### src/rtl/nnr_pkg.sv
// ----------------------------------------------------------------------------
// nnr_pkg
// Sizes, widths, types and codes shared by the nearest neighbor resize unit.
// ----------------------------------------------------------------------------
`default_nettype none

package nnr_pkg;

    // maximum frame sizes
    localparam int MAX_SRC_WIDTH  = 640;
    localparam int MAX_SRC_HEIGHT = 480;
    localparam int MAX_DST_WIDTH  = 640;
    localparam int MAX_DST_HEIGHT = 480;

    // register field widths
    localparam int SW_REG_W   = 10;
    localparam int SH_REG_W   = 9;
    localparam int DW_REG_W   = 10;
    localparam int DH_REG_W   = 9;
    localparam int CFG_DATA_W = 10;
    localparam int CFG_IDX_W  = 2;

    // reset sizes
    localparam logic [SW_REG_W-1:0] RST_SRC_WIDTH  = SW_REG_W'(320);
    localparam logic [SH_REG_W-1:0] RST_SRC_HEIGHT = SH_REG_W'(240);
    localparam logic [DW_REG_W-1:0] RST_DST_WIDTH  = DW_REG_W'(320);
    localparam logic [DH_REG_W-1:0] RST_DST_HEIGHT = DH_REG_W'(240);

    // widths of clamped sizes and destination counters
    localparam int SW_W  = $clog2(MAX_SRC_WIDTH + 1);
    localparam int SH_W  = $clog2(MAX_SRC_HEIGHT + 1);
    localparam int DW_W  = $clog2(MAX_DST_WIDTH + 1);
    localparam int DH_W  = $clog2(MAX_DST_HEIGHT + 1);
    localparam int COL_W = DW_W;
    localparam int ROW_W = DH_W;

    // frame store
    localparam int CH_W        = 8;
    localparam int PIX_W       = 3 * CH_W;
    localparam int STORE_DEPTH = MAX_SRC_WIDTH * MAX_SRC_HEIGHT;
    localparam int ADDR_W      = (STORE_DEPTH > 1) ? $clog2(STORE_DEPTH) : 1;
    localparam int FRAME_W     = $clog2(STORE_DEPTH + 1);

    // divider sizing: numerator 2*pos*s + d, denominator 2*d
    localparam int NUM_COL_MAX = 2 * (MAX_DST_WIDTH - 1) * MAX_SRC_WIDTH + MAX_DST_WIDTH;
    localparam int NUM_ROW_MAX = 2 * (MAX_DST_HEIGHT - 1) * MAX_SRC_HEIGHT + MAX_DST_HEIGHT;
    localparam int NUM_MAX     = (NUM_COL_MAX > NUM_ROW_MAX) ? NUM_COL_MAX : NUM_ROW_MAX;
    localparam int DST_MAX     = (MAX_DST_WIDTH > MAX_DST_HEIGHT) ? MAX_DST_WIDTH
                                                                  : MAX_DST_HEIGHT;
    localparam int DIV_NUM_W   = $clog2(NUM_MAX + 1);
    localparam int DIV_DEN_W   = $clog2(2 * DST_MAX + 1);
    localparam int DIV_CNT_W   = $clog2(DIV_NUM_W + 1);

    // input queue
    localparam int QUEUE_DEPTH = 2;
    localparam int QPTR_W      = $clog2(QUEUE_DEPTH);
    localparam int QCNT_W      = $clog2(QUEUE_DEPTH + 1);

    // configuration register indexes
    typedef enum logic [CFG_IDX_W-1:0] {
        CFG_SRC_WIDTH  = 2'd0,
        CFG_SRC_HEIGHT = 2'd1,
        CFG_DST_WIDTH  = 2'd2,
        CFG_DST_HEIGHT = 2'd3
    } t_cfg_idx;

    // item operation
    typedef enum logic {
        OP_LOAD = 1'b0,
        OP_EMIT = 1'b1
    } t_op;

    typedef struct packed {
        t_op              op;
        logic [PIX_W-1:0] pix;
    } t_item;

    // queue head seen by the back end
    typedef struct packed {
        logic  valid;
        t_item item;
    } t_qhead;

    // clamped frame sizes
    typedef struct packed {
        logic [SW_W-1:0] sw;
        logic [SH_W-1:0] sh;
        logic [DW_W-1:0] dw;
        logic [DH_W-1:0] dh;
    } t_size;

endpackage

`default_nettype wire

### src/rtl/nnr_front.sv
// ----------------------------------------------------------------------------
// nnr_front
// Accepts items, classifies the command and queues them for the back end.
// ----------------------------------------------------------------------------
`default_nettype none

module nnr_front (
    input  wire logic                       i_clk,
    input  wire logic                       i_rst_n,
    input  wire logic                       i_valid,
    output logic                            o_ready,
    input  wire logic                       i_command,
    input  wire logic [nnr_pkg::CH_W-1:0]   i_red_in,
    input  wire logic [nnr_pkg::CH_W-1:0]   i_green_in,
    input  wire logic [nnr_pkg::CH_W-1:0]   i_blue_in,
    output nnr_pkg::t_qhead                 o_head,
    input  wire logic                       i_pop
);

    import nnr_pkg::*;

    t_item              r_mem [QUEUE_DEPTH];
    logic [QPTR_W-1:0]  r_wp;
    logic [QPTR_W-1:0]  r_rp;
    logic [QCNT_W-1:0]  r_cnt;

    logic  push;
    logic  pop;
    t_item in_item;

    // classify the incoming item
    always_comb begin
        in_item.op  = t_op'(i_command);
        in_item.pix = {i_red_in, i_green_in, i_blue_in};
    end

    assign o_ready = (r_cnt != QCNT_W'(QUEUE_DEPTH));
    assign push    = i_valid && o_ready;
    assign pop     = i_pop && (r_cnt != '0);

    // queue pointers and fill count
    always_ff @(posedge i_clk) begin
        if (!i_rst_n) begin
            r_wp  <= '0;
            r_rp  <= '0;
            r_cnt <= '0;
        end else begin
            if (push) begin
                r_wp <= r_wp + 1'b1;
            end
            if (pop) begin
                r_rp <= r_rp + 1'b1;
            end
            case ({push, pop})
                2'b10:   r_cnt <= r_cnt + 1'b1;
                2'b01:   r_cnt <= r_cnt - 1'b1;
                default: r_cnt <= r_cnt;
            endcase
        end
    end

    // queue storage
    always_ff @(posedge i_clk) begin
        if (push) begin
            r_mem[r_wp] <= in_item;
        end
    end

    assign o_head.valid = (r_cnt != '0);
    assign o_head.item  = r_mem[r_rp];

endmodule

`default_nettype wire

### config.mk
export PLATFORM = sky130hd
export DESIGN_NAME = nnr_front
export DESIGN_NICKNAME = d
export VERILOG_FILES = /design/src/rtl/nnr_pkg.sv /design/src/rtl/nnr_front.sv
export SDC_FILE = /design/constraint.sdc
export NUM_CORES = 1
export LEC_CHECK = 0
export BUFFER_PORTS_ARGS = -buffer_cell sky130_fd_sc_hd__buf_2
export CORE_MARGIN = 5
export CORE_UTILIZATION = 50
export DETAILED_ROUTE_END_ITERATION = 8
export PLACE_DENSITY = 0.77
export SETUP_SLACK_MARGIN = 0.3
export SYNTH_ARGS = -nofsm -noshare
export SYNTH_HDL_FRONTEND = slang
export SYNTH_SLANG_ARGS = --single-unit
### constraint.sdc
create_clock -name i_clk -period 2.3 [get_ports i_clk]
set_clock_uncertainty 0.05 [all_clocks]
set_input_delay 0.23 -clock i_clk [delete_from_list [all_inputs] [get_ports i_clk]]
set_output_delay 0.23 -clock i_clk [all_outputs]
set_load 0.02 [all_outputs]
==> impl_metrics.yaml <==
clock_tree:
  cts_tree: "built"
  cts_hold_buf: 0
  cts_resized: 0
  cts_sinks: 55
  root_buffer: "clkbuf_8"
  clock_latency_ns: 0.29
  cts_max_path_buffers: 2
  htreeDepth: 2
  clk_pin_slew_ns: 0.09
  cts_buffers: 5
  cts_setup_buffers: 0
worst_setup_path:
  crit_fanout: 20
  crit_required_ns: 2.02
  critPathKind: "reg -> out"
  critPathCaptureType: "output pin"
  arrival_ns: 1.64
  start_kind: "flop"
  critical_path_buf_inv_count: 2
  crit_chain: "buf_4 -> mux2_2 -> buf_2"
  critical_path.top_delay_family: "buffers and inverters"
  critPathMaxStageDelay_ns: 0.46
  slowest_stage: "dfxtp_1"
detailed_routing:
  via_count: 1049
  routedWlPerCell_um: 15.5
  routed_wl_um: 3330
  drcViolationCount: 0
  final_antenna_net_count: 0
  first_iter_violations: 57
  via_per_inst: 4.88
  drtPass1Iterations: 4
power:
  powerDensity_nw_per_um2: 1170
  vdd_drop_max_mv: 0.775
  p_seq_share_pct: 45.1
  p_leak_nw: 0.952
  clkPwrFrac_pct: 24.5
  p_sw_mw: 0.865
  power_mw: 2.95
  comb_power_share_pct: 30.4
  sw_frac_of_total_pct: 29.3
  power.internal_mw: 2.08
synth:
  syn-instance-count: 102
  synth_seq_area_share_pct: 78.8
  synth_fp_nets: 132
  synth.distinct_cells: 20
  syn-cell-area_sq_um: 2030
  syn_avg_cell_area_sq_um: 19.9
  ys_ff_latch: 55
  yosysWarnings: 0
global_routing:
  grt_max_degree: 26
  grt_pass1_wl_um: 5220
  first_global_vias: 1141
  grt_overflow: 0
  antenna_found_initial: 0
  track_usage_pct: 13.2
timing:
  slew_viol_final: 0
  fin_crit_sh_pct: 83.5
  slew-limit-headroom_pct: 77.2
  final-setup-viol-count: 0
  fin_setup_tns_ns: 0
  tightest_slew_ns: 0.342
  rsz0062_at_grt: "no"
  hold_violations: 0
  period_minus_slack_ns: 1.92
  max_freq_mhz: 520
  worst_hold_slack_ns: 0.0665
floorplanning:
  die_w_um: 73.8
  start_util_pct: 51.2
  die_h_um: 73.8
  io_pins: 56
  fp-row-count: 23
  dieArea_sq_um: 5440
  core_area_sq_um: 3970
place:
  dp.final_hpwl_um: 2300
  gp_congestion: 0.686
  dp.cells: 207
  port_buffers: 55
final_layout:
  utilization_pct: 63.3
  insertedDiodeCount: 0
  drive_gt1_share_pct: 56.4
  fin_nets: 194
  layout_common_cells: "buf_2, edfxtp_1, mux2_2, dfxtp_1, clkbuf_8"
  fillers: 298
  layout.cells.non_filler: 215
  area.growth.synth_to_final_pct: 23.7
  final_common_cell: "buf_2"
hold_path:
  min_path_type: "in -> reg"
outcome:
  status: "finished clean"
run:
  drv_cap: 0
## synth_stat cells
cell type	count	area, sq um
a21bo_2	1	10.0
a21boi_0	1	7.51
a21boi_1	1	7.51
and2_1	1	6.26
and3_1	1	6.26
buf_2	3	15.0
dfxtp_1	5	100
edfxtp_1	50	1500
ha_1	1	12.5
inv_1	1	3.75
mux2_2	25	282
nand2_1	1	3.75
nand2b_1	1	6.26
nand3b_1	1	7.51
nor2b_1	2	12.5
o21a_1	1	7.51
o21ai_0	1	5.00
or2_2	1	6.26
or3_1	1	6.26
xnor2_1	3	26.3
## power by group through the flow
stage / combinational, mW / sequential, mW / clock (mW)
floorplan: 0.655 / 1.33 / 0
global placement: 0.888 / 1.34 / 0
detailed placement: 0.908 / 1.35 / 0
CTS: 0.913 / 1.33 / 0.743
global route: 0.962 / 1.35 / 0.782
finish: 0.895 / 1.33 / 0.722
## state kept, by name (all words and copies together), names as in the netlist, named ones only
register and flops:
r_cnt 2, r_rp 1, r_mem 50, r_wp 1
## cell type report
class | instances | area (sq um) | area share (%)
Clock inverter | 3 | 67.6 | 2.69
Inverter | 1 | 3.75 | 0.149
Clock buffer | 5 | 68.8 | 2.74
Multi-Input combinational cell | 43 | 413 | 16.4
Sequential cell | 55 | 1600 | 63.7
Timing Repair Buffer | 58 | 298 | 11.8
Tap cell | 50 | 62.6 | 2.49
## stage by stage
| stage | area [sq um] | worst slack [ns] |
|---|---|---|
| 2_1_floorplan | 2030 | 0.447 |
| 3_3_place_gp | 2380 | 0.720 |
| 3_5_place_dp | 2380 | 0.625 |
| 4_1_cts | 2510 | 0.359 |
| 5_1_grt | 2510 | 0.316 |
| 6_report | 2510 | 0.379 |
## path summary, 6_finish.rpt
path                start           to  slack, ns  cells past startpoint
max                  flop   o_head[18]       0.38                      3
min          i_blue_in[3]  r_mem[1][3]       0.07                      1
max reg2reg      r_cnt[0]     r_cnt[1]       0.62                      5
min reg2reg          r_rp         flop       0.50                      2
## logic make-up after synthesis
group / after synthesis / share of synthesized area, %
xor+xnor: 3 / 1.29
buf+inv: 4 / 0.923
flops: 55 / 78.8
mux: 25 / 13.8
compound gates: 5 / 1.85
fa+ha+maj: 1 / 0.615
simple gates: 9 / 2.71
## metal layers
metal,GRT usage (%),part of all wire (%)
met3,4.65,7.3
met2,23.7,51
met4,4.02,1.4
met1,14.5,40
met5,0,0
Note: power is estimated with default switching activity, not from simulation.
